## src/rtl/rbs_pkg.sv

```systemverilog
`timescale 1ns / 1ps
package rbs_pkg;

  // Configuration register indexes
  localparam int unsigned CfgIdxW = 3;
  localparam logic [CfgIdxW-1:0] CFG_BOX_MIN_X    = 3'd0;
  localparam logic [CfgIdxW-1:0] CFG_BOX_MIN_Y    = 3'd1;
  localparam logic [CfgIdxW-1:0] CFG_BOX_MIN_Z    = 3'd2;
  localparam logic [CfgIdxW-1:0] CFG_BOX_MAX_X    = 3'd3;
  localparam logic [CfgIdxW-1:0] CFG_BOX_MAX_Y    = 3'd4;
  localparam logic [CfgIdxW-1:0] CFG_BOX_MAX_Z    = 3'd5;
  localparam logic [CfgIdxW-1:0] CFG_MIN_DISTANCE = 3'd6;

  // Face codes
  localparam logic [2:0] FACE_NEG_X = 3'd0;
  localparam logic [2:0] FACE_NEG_Y = 3'd1;
  localparam logic [2:0] FACE_NEG_Z = 3'd2;
  localparam logic [2:0] FACE_POS_X = 3'd3;
  localparam logic [2:0] FACE_POS_Y = 3'd4;
  localparam logic [2:0] FACE_POS_Z = 3'd5;

  localparam int unsigned QueueDepth = 4;

  typedef struct packed {
    logic signed [31:0] origin_x;
    logic signed [31:0] origin_y;
    logic signed [31:0] origin_z;
    logic signed [31:0] dir_x;
    logic signed [31:0] dir_y;
    logic signed [31:0] dir_z;
  } ray_t;

  typedef struct packed {
    logic               hit;
    logic signed [31:0] hit_distance;
    logic [2:0]         face;
    logic signed [31:0] point_x;
    logic signed [31:0] point_y;
    logic signed [31:0] point_z;
  } hit_t;

  typedef struct packed {
    logic signed [31:0] box_min_x;
    logic signed [31:0] box_min_y;
    logic signed [31:0] box_min_z;
    logic signed [31:0] box_max_x;
    logic signed [31:0] box_max_y;
    logic signed [31:0] box_max_z;
    logic [30:0]        min_distance;
  } box_cfg_t;

  // Classified ray handed from the front to the back, indexed by axis
  typedef struct packed {
    logic             miss;
    logic [2:0]       par;
    logic [2:0]       dneg;
    logic [2:0]       neg_lo;
    logic [2:0]       neg_hi;
    logic [2:0][31:0] mag_lo;
    logic [2:0][31:0] mag_hi;
    logic [2:0][31:0] dmag;
    logic [2:0][31:0] org;
    logic [2:0][31:0] dir;
  } slab_job_t;

endpackage

```

## src/rtl/rbs_front.sv

```systemverilog
`timescale 1ns / 1ps
module rbs_front (
  input  logic              clk_i,
  input  logic              rst_ni,
  input  logic              in_valid_i,
  output logic              in_stall_o,
  input  rbs_pkg::ray_t     in_data_i,
  input  rbs_pkg::box_cfg_t box_i,
  input  logic              full_i,
  output logic              push_o,
  output rbs_pkg::slab_job_t job_o
);

  logic signed [31:0] lo [3];
  logic signed [31:0] hi [3];
  logic signed [31:0] org [3];
  logic signed [31:0] dir [3];
  logic signed [32:0] dlo [3];
  logic signed [32:0] dhi [3];
  logic [2:0]         outside;
  rbs_pkg::slab_job_t job_d, job_q;
  logic               valid_q;

  always_comb begin
    lo[0] = box_i.box_min_x; lo[1] = box_i.box_min_y; lo[2] = box_i.box_min_z;
    hi[0] = box_i.box_max_x; hi[1] = box_i.box_max_y; hi[2] = box_i.box_max_z;
    org[0] = in_data_i.origin_x; org[1] = in_data_i.origin_y; org[2] = in_data_i.origin_z;
    dir[0] = in_data_i.dir_x; dir[1] = in_data_i.dir_y; dir[2] = in_data_i.dir_z;
    job_d = '0;
    for (int a = 0; a < 3; a++) begin
      dlo[a] = {lo[a][31], lo[a]} - {org[a][31], org[a]};
      dhi[a] = {hi[a][31], hi[a]} - {org[a][31], org[a]};
      outside[a] = (org[a] < lo[a]) || (org[a] > hi[a]);
      job_d.par[a] = (dir[a] == 32'sd0);
      job_d.dneg[a] = dir[a][31];
      job_d.neg_lo[a] = dlo[a][32];
      job_d.neg_hi[a] = dhi[a][32];
      job_d.mag_lo[a] = dlo[a][32] ? 32'(-dlo[a]) : dlo[a][31:0];
      job_d.mag_hi[a] = dhi[a][32] ? 32'(-dhi[a]) : dhi[a][31:0];
      job_d.dmag[a] = dir[a][31] ? 32'(-dir[a]) : dir[a];
      job_d.org[a] = org[a];
      job_d.dir[a] = dir[a];
    end
    // parallel axis with the origin outside its slab: a miss
    job_d.miss = |(job_d.par & outside);
  end

  assign in_stall_o = valid_q & full_i;
  assign push_o     = valid_q & ~full_i;
  assign job_o      = job_q;

  always_ff @(posedge clk_i or negedge rst_ni) begin
    if (!rst_ni) begin
      valid_q <= 1'b0;
    end else if (!in_stall_o) begin
      valid_q <= in_valid_i;
    end
  end

  always_ff @(posedge clk_i) begin
    if (!in_stall_o && in_valid_i) begin
      job_q <= job_d;
    end
  end

endmodule

```

## config.mk

```make
export PLATFORM = sky130hd
export DESIGN_NAME = rbs_front
export DESIGN_NICKNAME = d
export VERILOG_FILES = /design/src/rtl/rbs_pkg.sv /design/src/rtl/rbs_front.sv
export SDC_FILE = /design/constraint.sdc
export NUM_CORES = 1
export LEC_CHECK = 0
export BUFFER_PORTS_ARGS = -buffer_cell sky130_fd_sc_hd__buf_4
export CAP_MARGIN = 10
export CORE_AREA = 2 2 352 354
export CTS_BUF_LIST = sky130_fd_sc_hd__clkbuf_4 sky130_fd_sc_hd__clkbuf_8 sky130_fd_sc_hd__clkbuf_16
export CTS_CLUSTER_SIZE = 8
export DETAILED_ROUTE_END_ITERATION = 8
export DIE_AREA = 0 0 354 356
export GPL_ROUTABILITY_DRIVEN = 1
export PLACE_DENSITY = 0.45
export SLEW_MARGIN = 20
export SYNTH_ARGS = -nofsm -noshare
export SYNTH_HDL_FRONTEND = slang
export SYNTH_SLANG_ARGS = --single-unit
export TNS_END_PERCENT = 1
```

## constraint.sdc

```tcl
create_clock -name clk_i -period 22.6 [get_ports clk_i]
set_clock_uncertainty 0.1 [all_clocks]
set_input_delay 2.26 -clock clk_i [delete_from_list [all_inputs] [get_ports clk_i]]
set_output_delay 2.26 -clock clk_i [all_outputs]
set_load 0.03 [all_outputs]
```

==> implementation parameters <==
Parameter                              Value

Floorplanning
  Die outline area    0.126 mm²
  Number of rows in the core area    129
  Y dimension of the die    356 µm
  Die width    354 µm
  Initial Utilization    0.269
  Placeable core region    0.123 mm²
  I/O pins    914

GRT
  Tot GR Track Use    0.194
  First-pass GRT wire length    183,000 µm
  Largest net degree at the start of global routing    158
  Gr ovfl total    0
  Vias in the first global route    27,534
  Initial antenna violation count    23

Place
  Port buffer count    882
  Dpl cell area    approximately 0.041 mm²
  Global placer's final weighted congestion    0.862
  Detailed placer's ending HPWL    105,000 µm

Timing
  Slew at the pin closest to its max-slew limit    1.10 ns
  RSZ-0062 raised after global routing    no
  Final max-slew violation count    0
  Shortest clock period the worst path allows after layout    6.86 ns
  Achievable clock frequency    approximately 0.15 GHz
  Final hold viol count    0
  Remaining max-slew budget at the tightest pin    0.269
  Setup violation total in the final timing report    0
  Sum of negative setup slack    0 ns
  Portion of the clock cycle consumed by the worst path in the final layout    0.304

Setup path
  Length in cells of the worst reg-to-reg path    5
  Critical path type    input pin to flop
  Required time of the worst setup path    between 20 and 25 ns
  Critical Path Slowest Stage Cell    clkinv_1
  Combined buffer and inverter count along the critical path    3
  CP top delay family    compound AO/OA/AOI/OAI gates
  Endpoint class of the critical path    flop
  CP peak stage delay    approximately 0.9 ns
  Most repeated library cell on the critical path    a21oi_1
  Minimum setup slack among reg-to-reg paths    19.04 ns
  Path length in cells of the critical path    14
  Launching element type of the critical path    input pin
  Arrival time of the worst setup path    7.10 ns
  Critical R2R Launch    valid_q
  End of the worst register-to-register path    job_o[338]
  CP Max Fanout    27
  List of cells traversed by the critical path    buf_4, inv_1, ha_1, o211ai_1, o211a_1, or3_1, a31oi_1, nor3_1, o21bai_1, a21oi_1, a21oi_1, clkinv_1, o21ai_0, xor2_1

Hold path
  Instance count along the most critical hold path    2
  Worst min-delay path startpoint    valid_q
  Kind of path behind the tightest hold check    flop to flop
  Sink of the worst hold path    valid_q

Route
  Total Wirelength    around 130,000 µm
  Violation count after the first detailed-route iteration    2,000
  Number of detailed-routing iterations run before antenna repair    5
  Vias    28,263
  Remaining number of nets flagged by the antenna check after routing    0
  Residual DRC    0
  Drt via density    4.91
  WL/cell    22.3 µm

Power
  Highest ir drop seen on vdd    0.0572 mV
  Leakage dissipation    17.7 nW
  Overall Power    approximately 3.3 mW
  Total power divided by cell area    roughly 75 mW/mm²

Clock tree
  Clock latency at the later pin of the worst-skew pair    roughly 0.67 ns
  Post-CTS Setup Bufs    0
  Number of buffers between clock root and the deepest sink    3
  H-tree level count    3
  TritonCTS clock tree    built
  Clock transition at the registers of the reported paths    0.05 ns
  Hold_buf cts    0
  Number of buffers created by CTS    72
  Clock tree sinks    488
  Clock root cell    clkbuf_16
  Post-CTS Resized    0

Finish
  FF/Latch Area    0.0146 mm²
  Area taken by multi-input logic gates    0.0171 mm²
  Fill cells    roughly 13,000
  Layout Utilization    0.354
  Number of nets in the layout    4,722
  Final design instance area without fill    ~0.043 mm²
  Layout area overhead    31.7%
  Share of cells above drive strength 1    0.255

Yosys
  Cell types with the highest counts after synthesis    edfxtp_1, xnor2_1, nand2_1
  Share of Yosys cell area claimed by the top area cell type    0.444
  Sequential element share of the synthesized area    0.445
  Number of enable flip-flop cells after synthesis    487
  Synth Instances    3,235
  Register bit count reported by yosys    488
  Yosys Warn Count    0
  Largest area contributor in the netlist    edfxtp_1
  Share of flip-flops with an asynchronous set or reset after synthesis    0.00205
  Most common flop cell mapped by yosys    edfxtp_1
  Dominant cell by count in the synthesized netlist    edfxtp_1
  Post-Syn Area    0.0330 mm²
  Cell types occupying the most area after synthesis    edfxtp_1, ha_1, xnor2_1
  Net Count, Synth    3,867
  Count of different cell masters after synthesis    between 100 and 150
  Mapped Avg Cell Area    10.2 µm²

Status
  Status    complete, no violations

Job
  Max_cap viols    0
## worst max-delay path by stage
| stage | slack (ns) | from | end |
|---|---|---|---|
| after global placement | 15.19 | in_data_i[132] | job_o[346] |
| after detailed placement | 15.26 | in_data_i[132] | job_o[346] |
| after global routing | 15.58 | in_data_i[132] | job_o[346] |
| after floorplan | 6.76 | full_i | job_o[100] |
| after CTS | 15.91 | in_data_i[132] | job_o[346] |
| final | 15.74 | in_data_i[132] | job_o[346] |
## flip-flops by register name, summed over array words and instances, names as in the netlist
signal	count
job_o	487
valid_q	1
## layer usage
layer  wire length, µm  GRT usage  vias to the layer above
met5                16          0                        -
li1                  -          -                    13844
met3              8760     0.0474                      113
met2             61400      0.324                      756
met1             55500      0.248                    13548
met4              2640     0.0561                        2
## cell families (layout without fill, tap and decap cells)
logic type / after synthesis / count (layout) / synth area share
AOI/OAI and AO/OA: 905 / 905 / 0.183
xor gates and xnor gates: 385 / 385 / 0.102
adders and majority gates: 213 / 213 / 0.0822
buffers and inverters: 312 / 1187 / 0.0369
DFF: 488 / 488 / 0.445
muxes: 18 / 18 / 0.00566
other: 0 / 14 / 0
and+or+nand+nor: 914 / 914 / 0.145
## power breakdown
group          switching, mW  internal (mW)
combinational          0.675          0.403
clock                  0.441          0.592
sequential            0.0287           1.13
## worst reg2reg max path, cell delays in order, from the launching register on
cell	delay, ns
dfrtp_1	0.36
and2_1	0.20
nor2b_4	0.11
buf_4	0.65
buf_12	0.71
buf_4	0.95
## final cells by class
cell class / instances / area share
clock inverters: 12 / 0.00490
clock buffers: 82 / 0.0432
multi-input cells: 2435 / 0.394
well taps: 1637 / 0.0472
repair buffers: 893 / 0.155
inverters: 200 / 0.0173
diodes: 14 / 0.000807
flip-flops and latches: 488 / 0.337
## layout by cell type (no fill, tap or decap), types with 36 or more instances in the layout
cell type and instances:
nand4_1 39, and3_1 44, o31ai_1 62, inv_1 199
nor2_1 187, a31oi_1 49, a21oi_1 215, nand3_1 56
nand2b_1 39, buf_4 891, nand2_1 222, clkbuf_16 72
ha_1 207, o21ai_0 178, edfxtp_1 487, xnor2_1 293
xor2_1 92, or3_1 36, a21o_1 103, nor3_1 78
## through the flow
| stage | instances | worst slack (ns) | hold WS (ns) |
|---|---|---|---|
| 2_1_floorplan | 3235 | 6.76 | 0.744 |
| 3_3_place_gp | 5653 | 15.19 | 0.578 |
| 3_5_place_dp | 5653 | 15.26 | 0.599 |
| 4_1_cts | 5747 | 15.91 | 0.605 |
| 5_1_grt | 5756 | 15.58 | 0.642 |
| 6_report | 5761 | 15.74 | 0.606 |
(Power assumes the default switching activity.)
