`src/rtl/rbs_pkg.sv`:
```
`timescale 1ns / 1ps
package rbs_pkg;

  // Configuration register indexes
  localparam int unsigned CfgIdxW = 3;
  localparam logic [CfgIdxW-1:0] CFG_BOX_MIN_X    = 3'd0;
  localparam logic [CfgIdxW-1:0] CFG_BOX_MIN_Y    = 3'd1;
  localparam logic [CfgIdxW-1:0] CFG_BOX_MIN_Z    = 3'd2;
  localparam logic [CfgIdxW-1:0] CFG_BOX_MAX_X    = 3'd3;
  localparam logic [CfgIdxW-1:0] CFG_BOX_MAX_Y    = 3'd4;
  localparam logic [CfgIdxW-1:0] CFG_BOX_MAX_Z    = 3'd5;
  localparam logic [CfgIdxW-1:0] CFG_MIN_DISTANCE = 3'd6;

  // Face codes
  localparam logic [2:0] FACE_NEG_X = 3'd0;
  localparam logic [2:0] FACE_NEG_Y = 3'd1;
  localparam logic [2:0] FACE_NEG_Z = 3'd2;
  localparam logic [2:0] FACE_POS_X = 3'd3;
  localparam logic [2:0] FACE_POS_Y = 3'd4;
  localparam logic [2:0] FACE_POS_Z = 3'd5;

  localparam int unsigned QueueDepth = 4;

  typedef struct packed {
    logic signed [31:0] origin_x;
    logic signed [31:0] origin_y;
    logic signed [31:0] origin_z;
    logic signed [31:0] dir_x;
    logic signed [31:0] dir_y;
    logic signed [31:0] dir_z;
  } ray_t;

  typedef struct packed {
    logic               hit;
    logic signed [31:0] hit_distance;
    logic [2:0]         face;
    logic signed [31:0] point_x;
    logic signed [31:0] point_y;
    logic signed [31:0] point_z;
  } hit_t;

  typedef struct packed {
    logic signed [31:0] box_min_x;
    logic signed [31:0] box_min_y;
    logic signed [31:0] box_min_z;
    logic signed [31:0] box_max_x;
    logic signed [31:0] box_max_y;
    logic signed [31:0] box_max_z;
    logic [30:0]        min_distance;
  } box_cfg_t;

  // Classified ray handed from the front to the back, indexed by axis
  typedef struct packed {
    logic             miss;
    logic [2:0]       par;
    logic [2:0]       dneg;
    logic [2:0]       neg_lo;
    logic [2:0]       neg_hi;
    logic [2:0][31:0] mag_lo;
    logic [2:0][31:0] mag_hi;
    logic [2:0][31:0] dmag;
    logic [2:0][31:0] org;
    logic [2:0][31:0] dir;
  } slab_job_t;

endpackage

```
`src/rtl/rbs_queue.sv`:
```
`timescale 1ns / 1ps
module rbs_queue (
  input  logic               clk_i,
  input  logic               rst_ni,
  input  logic               push_i,
  input  rbs_pkg::slab_job_t data_i,
  output logic               full_o,
  input  logic               pop_i,
  output logic               valid_o,
  output rbs_pkg::slab_job_t data_o
);

  localparam int unsigned PtrW = $clog2(rbs_pkg::QueueDepth);
  localparam int unsigned CntW = $clog2(rbs_pkg::QueueDepth + 1);

  rbs_pkg::slab_job_t mem_q [rbs_pkg::QueueDepth];
  logic [PtrW-1:0]    wr_q, rd_q;
  logic [CntW-1:0]    cnt_q;
  logic               do_push, do_pop;

  assign full_o  = (cnt_q == CntW'(rbs_pkg::QueueDepth));
  assign valid_o = (cnt_q != '0);
  assign data_o  = mem_q[rd_q];
  assign do_push = push_i & ~full_o;
  assign do_pop  = pop_i & valid_o;

  always_ff @(posedge clk_i or negedge rst_ni) begin
    if (!rst_ni) begin
      wr_q  <= '0;
      rd_q  <= '0;
      cnt_q <= '0;
    end else begin
      if (do_push) wr_q <= wr_q + PtrW'(1);
      if (do_pop) rd_q <= rd_q + PtrW'(1);
      if (do_push && !do_pop) cnt_q <= cnt_q + CntW'(1);
      else if (!do_push && do_pop) cnt_q <= cnt_q - CntW'(1);
    end
  end

  always_ff @(posedge clk_i) begin
    if (do_push) begin
      mem_q[wr_q] <= data_i;
    end
  end

endmodule

```
`config.mk`:
```
export PLATFORM = sky130hd
export DESIGN_NAME = rbs_queue
export DESIGN_NICKNAME = d
export VERILOG_FILES = /design/src/rtl/rbs_pkg.sv /design/src/rtl/rbs_queue.sv
export SDC_FILE = /design/constraint.sdc
export NUM_CORES = 1
export LEC_CHECK = 0
export BUFFER_PORTS_ARGS = -buffer_cell sky130_fd_sc_hd__buf_2
export CORE_MARGIN = 1.5
export CORE_UTILIZATION = 50
export CTS_CLUSTER_DIAMETER = 40
export CTS_CLUSTER_SIZE = 28
export DETAILED_ROUTE_END_ITERATION = 10
export PLACE_DENSITY_LB_ADDON = 0.15
export SYNTH_ARGS = -nofsm -noshare
export SYNTH_HDL_FRONTEND = slang
export SYNTH_SLANG_ARGS = --single-unit
```
`constraint.sdc`:
```
create_clock -name clk_i -period 12.9 [get_ports clk_i]
set_input_delay 2.58 -clock clk_i [delete_from_list [all_inputs] [get_ports clk_i]]
set_output_delay 2.58 -clock clk_i [all_outputs]
set_load 0.02 [all_outputs]
```
==> run metrics, run 1 <==
clock slew at reported path FFs=0.06 ns; Achievable Freq=0.143 GHz; Die W=381 µm; post_cts resized=0; drt first pass iters=5; Max clock buf depth=3; IO Count=992; CP Launch Point=rd_q[0]; CTS tree=yes; Final Util=61.0%; largest net degree at the start of global routing=165; post-synthesis adder-cell area fraction=0.115%; Synthesized Nets=3,113; initial antenna violation count=124; hold depth=1; min-delay src=cnt_q[2]; r2r endpoint=mem_q[1][388]; Min-Delay Endpoint=cnt_q[2]; fillers=9,815; Reg-to-Reg Start=cnt_q[2]; clk sinks=1,979; GRT Total Usage=22.6%; worst IR drop on VDD=193 µV; largest family of logic cells by synthesized area=multiplexers; first-pass GRT wire length=237,000 µm; GPL Wtd Cong=0.822; Worst Tran Pin Value=1.41 ns; Num CTS Buffers=222; flop2flop setup slack=8.68 ns; mux cell area share after synthesis=15.5%; final hold vios=0; final hold slack=0.482 ns; syn avg cell area=27.4 µm²; final cell area excluding filler cells=86,500 µm²; DR vias/cell=5.59; post-route ant nets=0; cts hold-fix bufs=0; H-tree levels=4; Synth Area in Compound Gates=0%; Skew-Pair Late Insertion Delay=0.84 ns; CP Launch Type=flip-flop; CP Capture Type=primary output; Initial DRC Count=2,275; HPWL Detailed=105,000 µm; Post-CTS Setup Bufs=0; vias in the first global route=34,800; status=finished clean; reg2reg path depth=5; synthesis-to-layout area growth=20.9%; cell row count=138; Cell variety after synth=20; Simple-Gate Fraction of Synth Area=0.0804%; endpoints failing setup=0; XOR/XNOR Fraction of Synth Area=0.0734%; Seq/Total Area, Yosys=83.0%; synthesized cell area=71,600 µm²; cell taking the most area after synthesis=edfxtp_1; initial core utilization=50.5%; worst setup path category=flip-flop to primary output; DRC=0; DIE HEIGHT=381 µm; DR WL/cell=28.0 µm; core footprint=142,000 µm²; vias post-DR=32,900; Synth area leaders=edfxtp_1 83%, mux4_2 16%, buf_6 0.79%; Synth Instances=2,610; Setup Skew=0.0620 ns; fin. max-slew vios=0; root buf cell=clkbuf_16; Synth top area share=82.7%; Die Area=145,000 µm²; Final period util=54.2%; routed wire length=165,000 µm; Port Buffer Count=991; CP Max Fanout=109; Post-DP Area=78,500 µm²; RSZ-0062 raised after global routing=no; fin crit period=6.99 ns; worst relative slew slack=5.80%; PD cells=255 nW/µm²; Final Net Count=4,247; Hold WC Path Type=flip-flop to flip-flop; MaxCap Viol Count=0; Pwr Total=22,100 µW; Seq cells post-synth=1,979; yosys warns=0; CP arrival=4.41 ns; total congestion overflow=0; P_leak=0.0293 µW; CP required=10.32 ns; share of layout cells above drive strength 1=48.6%
-- Yosys cell counts --
library cell,number
xor2_1,2
fa_1,1
clkbuf_1,11
buf_4,3
buf_2,47
inv_1,3
and2_1,4
ha_1,5
nor3b_1,1
nor2b_1,1
edfxtp_1,1972
dfrtp_1,7
or3_1,1
nor2_1,1
mux2_2,2
nand2_1,1
nand3_1,1
mux4_2,493
buf_6,50
xnor2_1,4
-- critical path, stage by stage (launching register included) --
cell and delay (ns):
dfrtp_4 0.88, buf_12 0.58, buf_4 0.91, mux4_2 0.65, buf_2 0.18
-- cells in the final DEF (no fill, tap or decap), types with 14 or more instances in the layout --
cell type,instances
inv_8,22
edfxtp_1,1972
clkinvlp_4,27
clkbuf_1,14
bufinv_16,26
buf_2,991
mux4_2,493
inv_6,43
clkinv_4,19
buf_4,17
clkbuf_16,224
diode_2,43
clkinv_8,14
clkinv_2,14
-- state kept, by name (all words and copies together), names as in the netlist --
register and cells:
cnt_q 3, mem_q 1972, rd_q 2, wr_q 2
-- routing by layer --
metal / part of all wire [%] / vias to the layer above / track usage [%]
met5: 0.33 / - / 0
met4: 4.4 / 86 / 10.1
met2: 50 / 1368 / 37.1
met3: 10 / 443 / 9.00
met1: 35 / 17100 / 26.2
li1: - / 13800 / -
-- cells by family after synthesis --
family        after synthesis
flops                    1979
mux                       495
buf+inv                   114
simple gates               10
xor+xnor                    6
fa+ha+maj                   6
-- area by class of cell --
type / instances / area, µm² / share of cell area, %
clock buffers: 239 / 5670 / 6.56
inverters: 3 / 11.3 / 0.0130
diodes: 43 / 108 / 0.124
clock inverters: 184 / 2280 / 2.64
flip-flops and latches: 1979 / 59400 / 68.7
repair buffers: 1021 / 5350 / 6.18
multi-input cells: 517 / 11300 / 13.1
well taps: 1890 / 2360 / 2.73
-- worst max path at each step --
stage                          endpoint
after global placement    mem_q[1][386]
after floorplan             mem_q[1][0]
after global routing        data_o[209]
final                       data_o[209]
after detailed placement  mem_q[1][387]
after CTS                   data_o[392]
-- stage by stage --
stage                     setup slack, ns  setup TNS [ns]  instances
final                                5.91               0       5876
after global routing                 5.51               0       5855
after CTS                            5.69               0       5833
after detailed placement             6.55               0       5410
after global placement               6.65               0       5410
after floorplan                     -2.11        -1039.13       2610
-- where the power goes --
group          internal (µW)  total, µW  switching (µW)
logic                   2480       6720            4240
registers               8500       8810             307
clock network           3830       6570            2740
(Power assumes the default switching activity.)
==> run 2, diff against run 1 <==
Clock period 12.9 ns to 6.45 ns, I/O delays scaled along.
==> run 2 against run 1 <==
  * Power up 99%
  * Register-to-register slack lost 5.3 ns
  * Global-route usage is 0.53 points higher
  * Combinational power up 100%
  * Critical path depth fell by 1
  * Cell area about the same
  * Hold slack got worse by 0.17 ns
  * Count of clock-buffer cells in the layout shrank 1
  * Non-clock buffer count up 24
  * First-iteration DRC count is 23% higher
  * Clock skew is 0.0026 ns lower
  * Clock power increased by 93%
  * Critical endpoint is now data_o[282]
==> run metrics, run 2 (synthesized netlist as in run 1, its figures left out) <==
endpoints failing setup=0 (unchanged); Post-DP Area=78,800 µm² (+0.39%); CTS tree=yes; clock slew at reported path FFs=0.07 ns (about the same); Finished Layout Cells=5,893 (+0.29%); share of layout cells above drive strength 1=48.6% (about the same); GRT Total Usage=23.1% (+0.53 points); largest net degree at the start of global routing=126 (-24%); DIE HEIGHT=381 µm (unchanged); Die W=381 µm (unchanged); fillers=9,816 (+0.010%); Sw Pwr=14,500 µW (+99%); Setup Skew=0.0595 ns (-0.00256 ns); final cell area excluding filler cells=86,500 µm² (about the same); post-route ant nets=0 (unchanged); CP required=5.16 ns (-5.16 ns); CP Launch Type=flip-flop; leading cell type in the layout, fill and taps excluded=edfxtp_1; total congestion overflow=0 (unchanged); Max clock buf depth=3 (unchanged); gr busiest metal=met2; Die Area=145,000 µm² (unchanged); initial core utilization=50.5% (unchanged); post_cts resized=0 (unchanged); RSZ-0062 raised after global routing=no; first-pass GRT wire length=241,000 µm (+1.7%); Cell Int Power=29,400 µW (+99%); GPL Wtd Cong=0.843 (+2.6%); Worst Tran Pin Value=0.990 ns (-0.423 ns); DR WL/cell=28.6 µm (+2.1%); worst IR drop on VDD=387 µV (+100%); CP arrival=3.42 ns (-0.99 ns); vias post-DR=33,000 (+0.48%); cts hold-fix bufs=0 (unchanged); Final Net Count=4,263 (+0.38%); synthesis-to-layout area growth=20.8% (about the same); vias in the first global route=34,700 (-0.26%); Setup Total Neg Slack=0 ns (unchanged); status=finished clean; DR vias/cell=5.60 (+0.19%); Port Buffer Count=991 (unchanged); GR Util met3=8.59% (-0.41 points); Initial DRC Count=2,797 (+23%); routed wire length=169,000 µm (+2.4%); met1 usage=27.5% (+1.3 points); drt first pass iters=5 (unchanged); sequential group share of total power=40.1% (+0.2 points); P_leak=0.0293 µW (about the same); Largest Register=mem_q; total placed cells including tap cells=5,434 (+0.44%); biggest regs=mem_q (1972), cnt_q (3); commonest non-fill, non-tap cells in the layout=1,972 x edfxtp_1, 991 x buf_2, 493 x mux4_2, 219 x clkbuf_16, 41 x inv_6; CP Capture Type=primary output; Skew-Pair Late Insertion Delay=0.84 ns (about the same); Comb power frac=30.9% (+0.5 points); core footprint=142,000 µm² (unchanged); max reg flops=1,972 (unchanged); fin crit period=4.71 ns; H-tree levels=4 (unchanged); worst relative slew slack=34.0% (+28 points); IO Count=992 (unchanged); fin. max-slew vios=0 (unchanged); root buf cell=clkbuf_16; cell row count=138 (unchanged); Final period util=73.0%; worst setup path category=flip-flop to primary output; DRC=0 (unchanged); Post-CTS Setup Bufs=0 (unchanged); initial antenna violation count=120 (-3.2%); Achievable Freq=0.213 GHz; final hold vios=0 (unchanged); Num CTS Buffers=214 (-3.6%); met2 global-route usage=37.6% (+0.56 points); HPWL Detailed=110,000 µm (+4.4%); Hold WC Path Type=primary input to asynchronous set/reset pin; clk sinks=1,979 (unchanged); Final Util=61.0% (about the same); PD cells=508 nW/µm² (+99%); clock power share=28.9% (-0.8 points); MaxCap Viol Count=0 (unchanged); CP Max Fanout=38 (-65%); sw frac=33.0% (+0.056 points)
[run 2: cell count changes in the layout (fill, tap and decap cells not counted), moves of 2 or more]
cell / change
buf_12: +10
buf_4: +14
clkbuf_1: +5
clkbuf_16: -5
clkinv_2: +4
clkinv_4: +7
clkinv_8: -6
clkinvlp_4: -5
diode_2: +10
inv_6: -2
inv_8: -14
[run 2: power groups by stage]
stage	clock, µW	combinational (µW)	sequential, µW
2_1_floorplan	0	9160	18300
3_3_place_gp	0	13800	17800
3_5_place_dp	0	13800	17900
4_1_cts	12900	13900	17700
5_1_grt	13500	14300	17800
6_report	12700	13600	17600
[run 2: routing by layer]
metal,up-vias,share of wire (%)
li1,13900,-
met1,17200,35
met2,1426,50
met3,422,10
met4,70,4.1
met5,-,0.26
[run 2: critical path, cell delays in order, from the launching register on]
cell and delay, ns:
dfrtp_4 1.05, buf_4 0.65, mux4_2 0.62, buf_2 0.18
[run 2: area by class of cell]
class	instances	area [µm²]	share of cell area, %
multi-input cells	517	11300	13.1
diodes	53	133	0.153
repair buffers	1045	5650	6.54
clock buffers	238	5550	6.42
inverters	3	11.3	0.0130
well taps	1890	2360	2.73
clock inverters	168	2040	2.36
flip-flops and latches	1979	59400	68.7
[run 2: final timing paths]
path | start | to | slack [ns] | depth (start not counted)
setup / recovery | rd_q[0] | data_o[282] | 1.74 | 3
hold / removal | rst_ni | cnt_q[2] | 0.31 | 1
setup reg to reg | cnt_q[2] | mem_q[1][476] | 3.38 | 4
hold reg to reg | cnt_q[2] | cnt_q[2] | 0.48 | 1
max in group asynchronous | rst_ni | rd_q[1] | 5.96 | 1
min in group clk_i | cnt_q[2] | cnt_q[2] | 0.48 | 1
[run 2: metrics by stage]
stage	power (µW)	setup WS, ns	hold WS (ns)
2_1_floorplan	27400	-1.69	0.447
3_3_place_gp	31500	2.48	0.464
3_5_place_dp	31700	2.46	0.473
4_1_cts	44500	1.56	0.229
5_1_grt	45600	1.48	0.259
6_report	44000	1.74	0.309
==> run 3, diff against run 2 <==
Clock period 6.45 ns to 4.22 ns, I/O delays scaled along.
==> run 3 against run 2 <==
  * Hold slack lost 0.097 ns
  * Sequential share of layout area shrank 0.42 points
  * Clock power grew 53%
  * Sequential power grew 52%
  * Wire length grew 0.31%
  * Count of clock-buffer cells in the layout grew 2
  * Power grew 54%
  * Cell count grew 0.51%
  * Utilization grew 0.38 points
  * Cell area grew 0.61%
  * Largest power group unchanged
==> run metrics, run 3 (synthesized netlist as in run 1, its figures left out) <==
fillers=9,727 (-0.91%); DRC=0 (unchanged); IO Count=992 (unchanged); largest net degree at the start of global routing=92 (-27%); post-route ant nets=0 (unchanged); biggest regs=mem_q (1972), cnt_q (3); Worst path max stage delay=0.66 ns (-0.39 ns); CP Buf/Inv Count=2 (unchanged); root buf cell=clkbuf_16; P_leak=0.0296 µW (+0.91%); Crit path max-delay family=buffers and inverters; fin crit period=3.91 ns; post_cts resized=0 (unchanged); Post-CTS Setup Bufs=0 (unchanged); Die Area=145,000 µm² (unchanged); Largest Register=mem_q; cts hold-fix bufs=1 (+1); worst slack at placement=1.08 ns (-1.38 ns); initial antenna violation count=129 (+7.5%); clock slew at reported path FFs=0.07 ns (about the same); MaxCap Viol Count=0 (unchanged); status=finished clean; Port Buffer Count=991 (unchanged); Final Net Count=4,309 (+1.1%); area of the multi-input gates=11,300 µm² (unchanged); CP Max Fanout=36 (-5.3%); DR WL/cell=28.5 µm (-0.19%); register area=59,400 µm² (unchanged); worst setup path category=flip-flop to primary output; critical path cell sequence=buf_4, mux4_2, buf_2; routed wire length=169,000 µm (+0.31%); CP required=3.38 ns (-1.78 ns); leading cell type in the layout, fill and taps excluded=edfxtp_1; vias post-DR=33,300 (+0.88%); final hold vios=0 (unchanged); cell row count=138 (unchanged); GPL Wtd Cong=0.836 (-0.91%); Worst Setup Slack, final=0.306 ns (-1.44 ns); drt first pass iters=6 (+1); max reg flops=1,972 (unchanged); Final period util=92.8%; total placed cells including tap cells=5,474 (+0.74%); H-tree levels=4 (unchanged); CP Capture Type=primary output; Die W=381 µm (unchanged); Post-DP Area=79,300 µm² (+0.68%); HPWL Detailed=115,000 µm (+4.1%); GRT Total Usage=23.2% (+0.10 points); initial core utilization=50.5% (unchanged); fin. max-slew vios=0 (unchanged); CP Launch Type=flip-flop; CP arrival=3.07 ns (-0.35 ns); Worst Tran Pin Value=0.764 ns (-0.226 ns); DIE HEIGHT=381 µm (unchanged); worst IR drop on VDD=586 µV (+51%); Initial DRC Count=2,722 (-2.7%); CTS tree=yes; first-pass GRT wire length=242,000 µm (+0.48%); Pwr Total=67,500 µW (+54%); DR vias/cell=5.62 (+0.37%); Achievable Freq=0.255 GHz; endpoints failing setup=0 (unchanged); Skew-Pair Late Insertion Delay=0.85 ns (about the same); clk sinks=1,979 (unchanged); slowest CP cell=dfrtp_4; final cell area excluding filler cells=87,000 µm² (+0.61%); worst relative slew slack=49.1% (+15 points); Setup Skew=0.0587 ns (-0.000779 ns); Hold WC Path Type=primary input to flip-flop; commonest non-fill, non-tap cells in the layout=1,972 x edfxtp_1, 991 x buf_2, 493 x mux4_2, 220 x clkbuf_16, 52 x buf_4; Finished Layout Cells=5,923 (+0.51%); total congestion overflow=0 (unchanged); vias in the first global route=34,900 (+0.74%); core footprint=142,000 µm² (unchanged); Max clock buf depth=3 (unchanged); share of layout cells above drive strength 1=49.0% (+0.44 points); PD cells=776 nW/µm² (+53%); Num CTS Buffers=219 (+2.3%); synthesis-to-layout area growth=21.6%; RSZ-0062 raised after global routing=no
[run 3: changes by cell type in the layout (fill, tap and decap cells not counted), moves of 2 or more]
cell and change:
clkinv_8 +2, inv_8 +12, clkinv_4 -6, diode_2 -18
clkinvlp_4 +8, buf_12 +19, inv_6 -14, bufinv_16 -3
clkinv_1 +5, buf_4 +21
[run 3: area by class of cell]
| class | count | area share [%] |
|---|---|---|
| Clock buffer | 240 | 6.41 |
| Sequential cell | 1979 | 68.3 |
| Clock inverter | 173 | 2.34 |
| Timing Repair Buffer | 1086 | 7.13 |
| Antenna cell | 35 | 0.101 |
| Multi-Input combinational cell | 517 | 13.0 |
| Inverter | 3 | 0.0129 |
| Tap cell | 1890 | 2.72 |
[run 3: metrics by stage]
stage / hold slack [ns] / setup TNS (ns) / utilization, %
finish: 0.212 / 0 / 61.4
detailed placement: 0.492 / 0 / 55.9
CTS: 0.128 / 0 / 61.3
global placement: 0.464 / 0 / 55.9
global route: 0.163 / 0 / 61.4
floorplan: 0.447 / -1534.12 / -
[run 3: power by group]
part | switching (µW) | internal [µW]
clock | 8150 | 11300
combinational | 13300 | 8010
sequential | 906 | 25900
total | 22300 | 45200
[run 3: final timing paths]
kind,from,to,slack [ns],depth (start not counted)
min in group asynchronous,rst_ni,rd_q[1],0.42,2
worst max-delay path,rd_q[0],data_o[280],0.31,3
worst max register to register,cnt_q[2],mem_q[2][320],1.53,4
worst min-delay path,data_i[436],mem_q[3][436],0.21,1
max in group asynchronous,rst_ni,wr_q[1],3.58,2
worst min register to register,cnt_q[2],cnt_q[2],0.50,1
[run 3: layer usage]
| layer | wire [µm] | GRT usage (%) | vias to the layer above | part of all wire [%] |
|---|---|---|---|---|
| li1 | - | - | 13900 | - |
| met1 | 59300 | 27.2 | 17400 | 35 |
| met2 | 85700 | 38.6 | 1394 | 51 |
| met3 | 16900 | 8.90 | 464 | 10 |
| met4 | 6500 | 9.16 | 90 | 3.8 |
| met5 | 552 | 0 | - | 0.33 |
[run 3: worst reg2reg max path: stages, from the launching register on]
cell	delay [ns]
dfrtp_1	0.40
nor3b_1	0.15
nor2b_1	0.45
and2_4	0.75
buf_4	0.56
